File: src/hdl/rcsfd_pkg.sv
// ----------------------------------------------------------------------------
// rcsfd_pkg - shared types for the RC serial frame detector
// Beat structs, event codes, opcodes and register indexes.
// ----------------------------------------------------------------------------
package rcsfd_pkg;

  localparam int FRAME_BYTES_DEF   = 5;
  localparam int CHANNEL_COUNT_DEF = 4;
  localparam int BYTE_W            = 8;
  localparam int TIMEOUT_W         = 16;
  localparam int CFG_DATA_W        = 16;
  localparam int NUM_CHANS         = 4;

  localparam logic [BYTE_W-1:0]    SYNC_RESET    = 8'd239;
  localparam logic [TIMEOUT_W-1:0] TIMEOUT_RESET = 16'd500;

  // register indexes on the configuration port
  localparam logic REG_SYNC    = 1'b0;
  localparam logic REG_TIMEOUT = 1'b1;

  // input opcodes
  localparam logic OP_BYTE = 1'b0;
  localparam logic OP_TICK = 1'b1;

  // result event codes
  localparam logic [1:0] EV_PRESENT = 2'd0;
  localparam logic [1:0] EV_FRAME   = 2'd1;
  localparam logic [1:0] EV_ABSENT  = 2'd2;

  typedef struct packed {
    logic              opcode;
    logic [BYTE_W-1:0] data_byte;
  } in_beat_t;

  typedef struct packed {
    logic [1:0]        event_kind;
    logic [BYTE_W-1:0] chan_a;
    logic [BYTE_W-1:0] chan_b;
    logic [BYTE_W-1:0] chan_c;
    logic [BYTE_W-1:0] chan_d;
  } out_beat_t;

endpackage

File: src/hdl/rc_serial_frame_detector_unit.sv
// ----------------------------------------------------------------------------
// rc_serial_frame_detector_unit - RC transmitter link frame detector
// Bit-reverses serial bytes, assembles sync-led frames, detects link
// presence and reports present / new frame / absent events.
// ----------------------------------------------------------------------------
// One input beat is taken every cycle while in_stall is low; the update for a
// byte or a tick is one step on the state registers. Results go through a
// two-deep output stage (output register plus skid register), so input keeps
// flowing while one result waits; in_stall rises only once both are full. Each
// beat gives at most one result, written to the output register or to the skid
// while that is held. Configuration writes take effect at the next clock edge.
module rc_serial_frame_detector_unit #(
  parameter int FRAME_BYTES   = rcsfd_pkg::FRAME_BYTES_DEF,
  parameter int CHANNEL_COUNT = rcsfd_pkg::CHANNEL_COUNT_DEF
) (
  input  logic                                clk,
  input  logic                                rst_n,
  input  logic                                in_valid,
  output logic                                in_stall,
  input  rcsfd_pkg::in_beat_t                 in_data,
  output logic                                out_valid,
  input  logic                                out_stall,
  output rcsfd_pkg::out_beat_t                out_data,
  input  logic                                cfg_we,
  input  logic                                cfg_idx,
  input  logic [rcsfd_pkg::CFG_DATA_W-1:0]    cfg_wdata
);

  import rcsfd_pkg::*;

  localparam int FILL_W = $clog2(FRAME_BYTES);
  localparam int DC_W   = $clog2(2*FRAME_BYTES + 1);
  localparam logic [FILL_W-1:0] FILL_LAST  = FILL_W'(FRAME_BYTES - 1);
  localparam logic [DC_W-1:0]   DC_FRAME   = DC_W'(FRAME_BYTES);
  localparam logic [DC_W-1:0]   DC_PRESENT = DC_W'(2*FRAME_BYTES - 1);

  function automatic logic [BYTE_W-1:0] bit_rev(input logic [BYTE_W-1:0] v);
    logic [BYTE_W-1:0] r;
    for (int i = 0; i < BYTE_W; i++) begin
      r[i] = v[BYTE_W-1-i];
    end
    return r;
  endfunction

  // configuration
  logic [BYTE_W-1:0]    sync_r;
  logic [TIMEOUT_W-1:0] timeout_r;

  // link state
  logic                 in_det_r,  in_det_nxt;
  logic [DC_W-1:0]      dc_r,      dc_nxt;
  logic [FILL_W-1:0]    fill_r,    fill_nxt;
  logic                 armed_r,   armed_nxt;
  logic [TIMEOUT_W-1:0] ticks_r,   ticks_nxt;
  logic [BYTE_W-1:0]    store_r [FRAME_BYTES];

  // output staging
  logic      out_valid_r, out_valid_nxt;
  logic      skid_valid_r, skid_valid_nxt;
  out_beat_t out_data_r, out_data_nxt;
  out_beat_t skid_data_r, skid_data_nxt;

  logic              accept;
  logic              is_byte;
  logic              is_sync;
  logic [BYTE_W-1:0] rev_byte;

  // frame assembly step for the current byte
  logic              tk_write;
  logic [FILL_W-1:0] tk_idx;
  logic [FILL_W-1:0] tk_fill;
  logic              tk_done;

  logic              st_write;
  logic              res_v;
  logic [1:0]        res_kind;
  logic [BYTE_W-1:0] chan_v [NUM_CHANS];
  out_beat_t         res_data;

  assign accept   = in_valid && !in_stall;
  assign is_byte  = (in_data.opcode == OP_BYTE);
  assign is_sync  = (in_data.data_byte == sync_r);
  assign rev_byte = bit_rev(in_data.data_byte);

  always_comb begin
    tk_write = 1'b0;
    tk_idx   = fill_r;
    tk_fill  = fill_r;
    tk_done  = 1'b0;
    if (is_sync || fill_r != '0) begin
      tk_write = 1'b1;
      tk_idx   = is_sync ? '0 : fill_r;
      if (tk_idx == FILL_LAST) begin
        tk_fill = '0;
        tk_done = 1'b1;
      end else begin
        tk_fill = tk_idx + 1'b1;
      end
    end
  end

  always_comb begin
    in_det_nxt = in_det_r;
    dc_nxt     = dc_r;
    fill_nxt   = fill_r;
    armed_nxt  = armed_r;
    ticks_nxt  = ticks_r;
    st_write   = 1'b0;
    res_v      = 1'b0;
    res_kind   = EV_FRAME;
    if (accept) begin
      if (is_byte) begin
        if (in_det_r) begin
          armed_nxt = 1'b1;
          ticks_nxt = timeout_r;
          if (dc_r == '0) begin
            if (is_sync) begin
              dc_nxt   = DC_W'(1);
              st_write = tk_write;
              fill_nxt = tk_fill;
            end
          end else if (dc_r == DC_FRAME && !is_sync) begin
            // second frame did not follow at once: start over
            dc_nxt   = '0;
            fill_nxt = '0;
          end else begin
            dc_nxt   = dc_r + 1'b1;
            st_write = tk_write;
            fill_nxt = tk_fill;
            if (dc_r >= DC_PRESENT) begin
              in_det_nxt = 1'b0;
              res_v      = 1'b1;
              res_kind   = EV_PRESENT;
            end
          end
        end else begin
          st_write = tk_write;
          fill_nxt = tk_fill;
          if (tk_done) begin
            ticks_nxt = timeout_r;
            res_v     = 1'b1;
            res_kind  = EV_FRAME;
          end
        end
      end else if (armed_r) begin
        ticks_nxt = (ticks_r != '0) ? ticks_r - 1'b1 : '0;
        if (ticks_r <= TIMEOUT_W'(1)) begin
          in_det_nxt = 1'b1;
          dc_nxt     = '0;
          armed_nxt  = 1'b0;
          fill_nxt   = '0;
          res_v      = 1'b1;
          res_kind   = EV_ABSENT;
        end
      end
    end
  end

  // channel bytes, including the byte written by this beat
  for (genvar g = 0; g < NUM_CHANS; g++) begin : g_chan
    if (g < CHANNEL_COUNT && g + 1 < FRAME_BYTES) begin : g_live
      always_comb begin
        if (res_kind == EV_ABSENT) begin
          chan_v[g] = '0;
        end else if (st_write && tk_idx == FILL_W'(g + 1)) begin
          chan_v[g] = rev_byte;
        end else begin
          chan_v[g] = store_r[g + 1];
        end
      end
    end else begin : g_none
      assign chan_v[g] = '0;
    end
  end

  always_comb begin
    res_data.event_kind = res_kind;
    res_data.chan_a     = chan_v[0];
    res_data.chan_b     = chan_v[1];
    res_data.chan_c     = chan_v[2];
    res_data.chan_d     = chan_v[3];
  end

  always_comb begin
    out_valid_nxt  = out_valid_r;
    out_data_nxt   = out_data_r;
    skid_valid_nxt = skid_valid_r;
    skid_data_nxt  = skid_data_r;
    if (!out_valid_r || !out_stall) begin
      if (skid_valid_r) begin
        out_valid_nxt  = 1'b1;
        out_data_nxt   = skid_data_r;
        skid_valid_nxt = res_v;
        skid_data_nxt  = res_data;
      end else begin
        out_valid_nxt  = res_v;
        out_data_nxt   = res_data;
      end
    end else if (res_v) begin
      skid_valid_nxt = 1'b1;
      skid_data_nxt  = res_data;
    end
  end

  always_ff @(posedge clk) begin
    if (!rst_n) begin
      sync_r    <= SYNC_RESET;
      timeout_r <= TIMEOUT_RESET;
    end else if (cfg_we) begin
      unique case (cfg_idx)
        REG_SYNC:    sync_r    <= cfg_wdata[BYTE_W-1:0];
        REG_TIMEOUT: timeout_r <= cfg_wdata[TIMEOUT_W-1:0];
        default: ;
      endcase
    end
  end

  always_ff @(posedge clk) begin
    if (!rst_n) begin
      in_det_r     <= 1'b1;
      dc_r         <= '0;
      fill_r       <= '0;
      armed_r      <= 1'b0;
      ticks_r      <= '0;
      out_valid_r  <= 1'b0;
      skid_valid_r <= 1'b0;
    end else begin
      in_det_r     <= in_det_nxt;
      dc_r         <= dc_nxt;
      fill_r       <= fill_nxt;
      armed_r      <= armed_nxt;
      ticks_r      <= ticks_nxt;
      out_valid_r  <= out_valid_nxt;
      skid_valid_r <= skid_valid_nxt;
    end
  end

  always_ff @(posedge clk) begin
    out_data_r  <= out_data_nxt;
    skid_data_r <= skid_data_nxt;
    if (st_write) begin
      store_r[tk_idx] <= rev_byte;
    end
  end

  assign in_stall  = skid_valid_r;
  assign out_valid = out_valid_r;
  assign out_data  = out_data_r;

endmodule

File: config.mk
export PLATFORM = sky130hd
export DESIGN_NAME = rc_serial_frame_detector_unit
export DESIGN_NICKNAME = d
export VERILOG_FILES = /design/src/hdl/rcsfd_pkg.sv /design/src/hdl/rc_serial_frame_detector_unit.sv
export SDC_FILE = /design/constraint.sdc
export NUM_CORES = 1
export LEC_CHECK = 0
export BUFFER_PORTS_ARGS = -buffer_cell sky130_fd_sc_hd__buf_4
export CAP_MARGIN = 20
export CORE_MARGIN = 8
export CORE_UTILIZATION = 39
export DETAILED_ROUTE_END_ITERATION = 6
export GPL_TIMING_DRIVEN = 0
export MAX_ROUTING_LAYER = met4
export PLACE_DENSITY = 0.56
export SLEW_MARGIN = 20
export SYNTH_ARGS = -nofsm -noshare
export SYNTH_HDL_FRONTEND = slang
export SYNTH_SLANG_ARGS = --single-unit
File: constraint.sdc
create_clock -name clk -period 3.22 [get_ports clk]
set_input_delay 0 -clock clk [delete_from_list [all_inputs] [get_ports clk]]
set_output_delay 0 -clock clk [all_outputs]
set_load 0.05 [all_outputs]
# Word level (Yosys, flattened, before mapping)
# Memories as Yosys holds them, arrays and structs flattened.
# Cells that the tools add are included.
[totals] regBits=119 ramBits=40 out_inout_bits=36 word_cells=143 mem_count=1
[classes] add_sub_neg=3 n_lt_le_gt_ge=2 n_eq_ne=13 muxes=78 n_bitwise=1 reduce_logical=26
[mem_list] name="store_r" depth=5 width=8 read_ports=4 rd_ports_with_merged_regs=0 write_ports=1 line_no="rc_serial_frame_detector_unit.sv:55" source="logic [BYTE_W-1:0] store_r [FRAME_BYTES];"
[op_table] operator="two-way mux 34 bit" n=4
[op_table] operator="two-way mux 16 bit" n=5
[op_table] operator="two-way mux 8 bit" n=8
[op_table] operator="two-way mux 1 bit" n=38
[op_table] operator="two-way mux 3 bit" n=11
[op_table] operator="two-way mux 4 bit" n=7
[op_table] operator="less-or-equal comparator 16 x 1 -> 1 bit, second input constant" n=1
[op_table] operator="nonzero test 16 bit" n=1
[op_table] operator="subtractor 16 x 1 -> 16 bit, second input constant" n=1
[op_table] operator="two-way mux 2 bit" n=5
[op_table] operator="== test 8 bit" n=1
[op_table] operator="AND reduction 2 bit" n=4
[op_table] operator="== test 3 x 2 -> 1 bit, second input constant" n=2
[op_table] operator="== test 3 bit, second input constant" n=2
[op_table] operator="logical AND 1 bit" n=6
[op_table] operator="AND reduction 3 bit" n=2
[op_table] operator="nonzero test 3 bit" n=2
[op_table] operator="AND reduction 5 bit" n=1
[op_table] operator="adder 4 x 1 -> 4 bit, second input constant" n=1
[op_table] operator="== test 4 x 3 -> 1 bit, second input constant" n=1
[op_table] operator="greater-or-equal comparator 4 bit, second input constant" n=1
[op_table] operator="zero test 1 bit" n=4
[op_table] operator="zero test 4 bit" n=1
[op_table] operator="!= test 2 x 1 -> 1 bit, second input constant" n=2
[op_table] operator="10 further kinds" n=12

# Longest topological paths before layout
[depth] ltp_word=13 ltp_mapped=12 ltp_nobuf=11

# Worst setup path before layout
# OpenSTA, ideal clock, no wires.
[synth_path] path_kind="register to register" from="reg sync_r[2]" to="reg skid_data_r[0] (netlist name) (enable)" setup_ns=0.390 arrival_ns=2.820 slack_ns=0.010 path_stages_with_launch=11 cell_sequence="dfxtp_1 xor2_1 nor4_1 and2_0 nor2_1 inv_1 ha_1 nand2_1 or4_4 a21oi_2 a21o_1"
[synth_via] elab_chain_len=11
[synth_lines] item="start, declared" line_no="rc_serial_frame_detector_unit.sv:46" source="logic [BYTE_W-1:0] sync_r;"
[synth_lines] item="start signal, assigned" line_no="rc_serial_frame_detector_unit.sv:211" source="REG_SYNC: sync_r <= cfg_wdata[BYTE_W-1:0];"
[synth_lines] item="== test 8 bit *" line_no="rc_serial_frame_detector_unit.sv:82" source="assign is_sync = (in_data.data_byte == sync_r);"
[synth_lines] item="two-way mux 3 bit" line_no="rc_serial_frame_detector_unit.sv:92" source="tk_idx = is_sync ? '0 : fill_r;"
[synth_lines] item="== test 3 bit" line_no="rc_serial_frame_detector_unit.sv:93" source="if (tk_idx == FILL_LAST) begin"
[synth_lines] item="two-way mux 1 bit" line_no="rc_serial_frame_detector_unit.sv:93"
[synth_lines] item="two-way mux 1 bit" line_no="rc_serial_frame_detector_unit.sv:90" source="if (is_sync || fill_r != '0) begin"
[synth_lines] item="two-way mux 1 bit" line_no="rc_serial_frame_detector_unit.sv:139" source="if (tk_done) begin"
[synth_lines] item="two-way mux 1 bit *" line_no="rc_serial_frame_detector_unit.sv:113" source="if (in_det_r) begin"
[synth_lines] item="two-way mux 1 bit *" line_no="rc_serial_frame_detector_unit.sv:112" source="if (is_byte) begin"
[synth_lines] item="two-way mux 1 bit *" line_no="rc_serial_frame_detector_unit.sv:111" source="if (accept) begin"
[synth_lines] item="nonzero test 2 bit (no line) *"
[synth_lines] item="AND reduction 2 bit (no line) *"
[synth_lines] item="end signal, assigned" line_no="rc_serial_frame_detector_unit.sv:240" source="skid_data_r <= skid_data_nxt;"
[synth_lines] item="end, declared" line_no="rc_serial_frame_detector_unit.sv:61" source="out_beat_t skid_data_r, skid_data_nxt;"
# Mark *: on every way between the ends. The rest lies on a longest branch, timed or not.
# A chain may end at the register's enable or synchronous reset.

# Worst setup path in the final report
[layout_path] from="reg sync_r[5]" to="reg skid_data_r[20] (netlist name) (enable)"
# Same word-level chain as after synthesis.

==> run summary <==
The run finished with clean final reports. The count of final setup violators is 0. The register-to-register setup slack is 0.13 ns. The sequential-to-total area share from yosys stat is 59.8%. The worst pin sits at a relative slew slack of 56.1%. The worst hold path begins at cfg_we. The path class of the tightest hold or removal check is primary input to register. Among all flip-flop cells after synthesis, the most frequent one is sky130_fd_sc_hd__edfxtp_1.

The startpoint identified for the worst register-to-register timing path is sync_r[5]$_SDFFE_PN1P_. The kind of capture point of the worst setup path is a register. In this run the critical register-to-register path is captured at skid_data_r[20]$_DFFE_PP_.

The largest fanout of any net on the critical path came out at 17. The final wirelength is 16,100 um. The antenna cell count came out at 0. In this run the standard cell core region covers 17,100 um2.

The iteration count of the initial detailed-routing pass is 5. Synthesis inferred 151 register bits. In this run the clock root is driven by a sky130_fd_sc_hd__clkbuf_16. The number of buffers on the longest clock path came out at 2. The first global-routing pass estimated 26,000 um of wire. In this run the static leakage power is 3.34 nW. The HPWL after detailed placement is 11,200 um.

The largest net degree at the start of global routing is 30. The number of antenna violations at the first check in global routing was 0. The post-route netlist has 17.1% of its cells at a drive strength greater than 1. For this run, the number of Yosys warnings is 0. The combined area of all synthesized cells came out at 6730 um2. The routed length per placed instance came out at 16.6 um. The end point of the worst hold path is timeout_r[1]$_SDFFE_PN0P_. The post-route DRC violation count is 0. The worst-margin pin slew came out at 0.658 ns. The overall track demand over capacity in global routing came out at 15.6%. The launching element type of the critical path is a register.

The arrival time at the worst endpoint is 3.19 ns. The post-synthesis net count is 664. The CTS sink count came out at 151. The number of failing hold endpoints at the final stage is 0. The horizontal extent of the die is 147 um. The detailed-route vias per instance came out at 5.12.

The later pin in the worst-skew pair is clocked with a latency of 0.42 ns. The overall die area is 21,700 um2. In this run the remaining antenna-violating nets after routing total 0. The total count of max-transition violations in the final report is 0. The routed layout has 4,984 vias. The clock tree from TritonCTS is yes.

The commonest non-fill, non-tap cell in the layout is sky130_fd_sc_hd__nand2_1. The clock-pin slew on the worst setup and hold paths came out at 0.06 ns. The timing-limited maximum frequency came out at 0.324 GHz. The count of buffers added on input and output ports is 65. Dividing the final minimum period by the clock period gives 95.9%. The final critical-path required period is 3.09 ns. The setup path with the least slack is of type register to register. The floorplan row count came out at 48. Max-cap violations in this run came to 0.

Across the VDD grid, the largest voltage drop is 0.356 mV. The cell count after synthesis came out at 625. Across the routed clock network, the largest skew measured is 0.00873 ns. For the worst flop-to-flop path, the logic depth is 10.

The overall power of the completed layout is 0.00457 W. The required time of the critical path is 3.32 ns. Setup repair after global routing left no endpoint under its margin.

The remaining global-route overflow came out at 0. The areal power density over the cells is 546 nW/um2. After routing the design area is 8380 um2. The vertical die dimension came out at 147 um. The final layout net count is 774.

The number of enable-type register cells in the synthesized netlist is 100. The H-tree was split into 4 levels. The library cells used most frequently in the layout, excluding fill and tap cells, are sky130_fd_sc_hd__nand2_1 (102), sky130_fd_sc_hd__edfxtp_1 (100), sky130_fd_sc_hd__buf_4 (68).

The via count of the first global-routing pass is 4,903. Counting instances, the worst hold path has a depth of 4. In this run, distinct cell masters in the synthesized netlist total 58. Routability-driven placement finished with a final weighted congestion of 0.873. The area of placed instances came out at 7520 um2. After the first detailed-routing iteration, the DRC count stood at 296. The average cell area after synthesis came out at 10.8 um2. Counting the buffers created by CTS gives 17.

67 I/O pins were placed. The effective utilization at floorplan came out at 39.5%. The proportion of synthesized flip-flops having asynchronous set or reset is 0%. The relative area change from synthesis to final layout came out at 24.5%.
## cell usage after synthesis (3+ instances only)
library cell                count  share of area [%]
sky130_fd_sc_hd__nand2_1      104                5.8
sky130_fd_sc_hd__edfxtp_1     100                 45
sky130_fd_sc_hd__nor2_1        55                3.1
sky130_fd_sc_hd__dfxtp_1       51                 15
sky130_fd_sc_hd__mux2i_1       33                4.9
sky130_fd_sc_hd__o21ai_1       30                2.2
sky130_fd_sc_hd__clkbuf_1      25                1.4
sky130_fd_sc_hd__nand3_1       25                1.9
sky130_fd_sc_hd__inv_1         19                1.1
sky130_fd_sc_hd__o21ai_0       18                1.3
sky130_fd_sc_hd__a21boi_0      17                1.9
sky130_fd_sc_hd__xor2_1        10                1.3
sky130_fd_sc_hd__buf_2          9               0.67
sky130_fd_sc_hd__ha_1           8                1.5
sky130_fd_sc_hd__nor3_1         8               0.59
sky130_fd_sc_hd__o211ai_1       8               0.89
sky130_fd_sc_hd__and3_1         7               0.65
sky130_fd_sc_hd__a31o_2         6               0.78
sky130_fd_sc_hd__nand2b_1       6               0.56
sky130_fd_sc_hd__or4_1          6               0.67
sky130_fd_sc_hd__a2111oi_0      5               0.65
sky130_fd_sc_hd__nor2b_1        5               0.46
sky130_fd_sc_hd__o21a_1         5               0.56
sky130_fd_sc_hd__a21oi_1        4               0.30
sky130_fd_sc_hd__nand4_1        4               0.37
sky130_fd_sc_hd__o32ai_1        4               0.52
sky130_fd_sc_hd__or2_2          4               0.37
sky130_fd_sc_hd__a211o_1        3               0.39
sky130_fd_sc_hd__a21o_1         3               0.33
sky130_fd_sc_hd__a31oi_1        3               0.28
sky130_fd_sc_hd__and2_1         3               0.28
sky130_fd_sc_hd__buf_4          3               0.33
sky130_fd_sc_hd__o2bb2ai_1      3               0.39
sky130_fd_sc_hd__or3_1          3               0.28
## worst max-delay path: stages (launching register included)
cell and delay, ns:
sky130_fd_sc_hd__dfxtp_1 0.32, sky130_fd_sc_hd__xor2_1 0.17, sky130_fd_sc_hd__nor4_2 0.48, sky130_fd_sc_hd__and2_2 0.32, sky130_fd_sc_hd__nor2_1 0.08, sky130_fd_sc_hd__inv_1 0.07
sky130_fd_sc_hd__ha_1 0.20, sky130_fd_sc_hd__nand2_1 0.10, sky130_fd_sc_hd__or4_4 0.44, sky130_fd_sc_hd__a21oi_2 0.28, sky130_fd_sc_hd__a21o_4 0.30
## repair_timing
action	CTS	global route
hold buffers	24	0
endpoints found under the setup margin	48	45
endpoints found under the hold margin	56	0
setup buffers	0	0
pin swaps	0	0
resized for setup	5	3
gates cloned	1	0
## flip-flops by register name, summed over array words and instances (netlist names)
register,flops
fill_r,3
dc_r,4
ticks_r,16
sync_r,8
in_stall,1
skid_data_r,34
out_valid,1
out_data,34
timeout_r,16
armed_r,1
store_r,32
in_det_r,1
## per-layer routing
metal  part of all wire (%)  track usage, %
met4                    1.2            5.25
met2                     48            24.7
met3                    4.1            3.78
met1                     46            19.2
met5                      0               -
## worst max-delay path by stage
stage	from	slack (ns)	depth (start not counted)	endpoint
after floorplan	sync_r[2]$_SDFFE_PN1P_	0.01	10	skid_data_r[0]$_DFFE_PP_
after global placement	sync_r[5]$_SDFFE_PN1P_	-0.89	9	skid_data_r[17]$_DFFE_PP_
after detailed placement	sync_r[5]$_SDFFE_PN1P_	-0.49	9	skid_data_r[3]$_DFFE_PP_
after CTS	sync_r[2]$_SDFFE_PN1P_	0.03	9	skid_data_r[21]$_DFFE_PP_
after global routing	sync_r[5]$_SDFFE_PN1P_	0.008	10	skid_data_r[32]$_DFFE_PP_
final	sync_r[5]$_SDFFE_PN1P_	0.13	10	skid_data_r[20]$_DFFE_PP_
## per-stage QoR
| stage | setup WS, ns | util, % | hold WS (ns) | instances | setup TNS, ns |
|---|---|---|---|---|---|
| after global routing | 0.00783 | 49.1 | 0.0553 | 973 | 0 |
| after detailed placement | -0.493 | 44.1 | 0.231 | 916 | -18.35 |
| final | 0.133 | 49.1 | 0.0293 | 973 | 0 |
| after global placement | -0.893 | 44.0 | 0.218 | 915 | -31.63 |
| after CTS | 0.0254 | 49.1 | 0.0110 | 973 | 0 |
| after floorplan | 0.00984 | - | 0.0989 | 625 | 0 |
## layout make-up
cell class / count / area, um2
clock inverters: 14 / 148
inverters: 20 / 75.1
flip-flops and latches: 151 / 4020
plain buffers: 38 / 166
clock buffers: 18 / 429
multi-input cells: 417 / 2510
well taps: 225 / 282
repair buffers: 90 / 748
fillers: 1600 / 8680
## cells by family after synthesis
| family | count (synthesis) | synth area share (%) |
|---|---|---|
| compound gates | 124 | 12.5 |
| simple gates | 241 | 16.5 |
| mux | 33 | 4.91 |
| xor+xnor | 10 | 1.30 |
| buf+inv | 58 | 3.57 |
| fa+ha+maj | 8 | 1.49 |
| flops | 151 | 59.8 |
## power by group
group / internal, W / switching, W
clock: 0.00115 / 0.000812
sequential: 0.00210 / 0.0000325
combinational: 0.000180 / 0.000295
total: 0.00343 / 0.00114
Power figures use the tool's default switching activity.
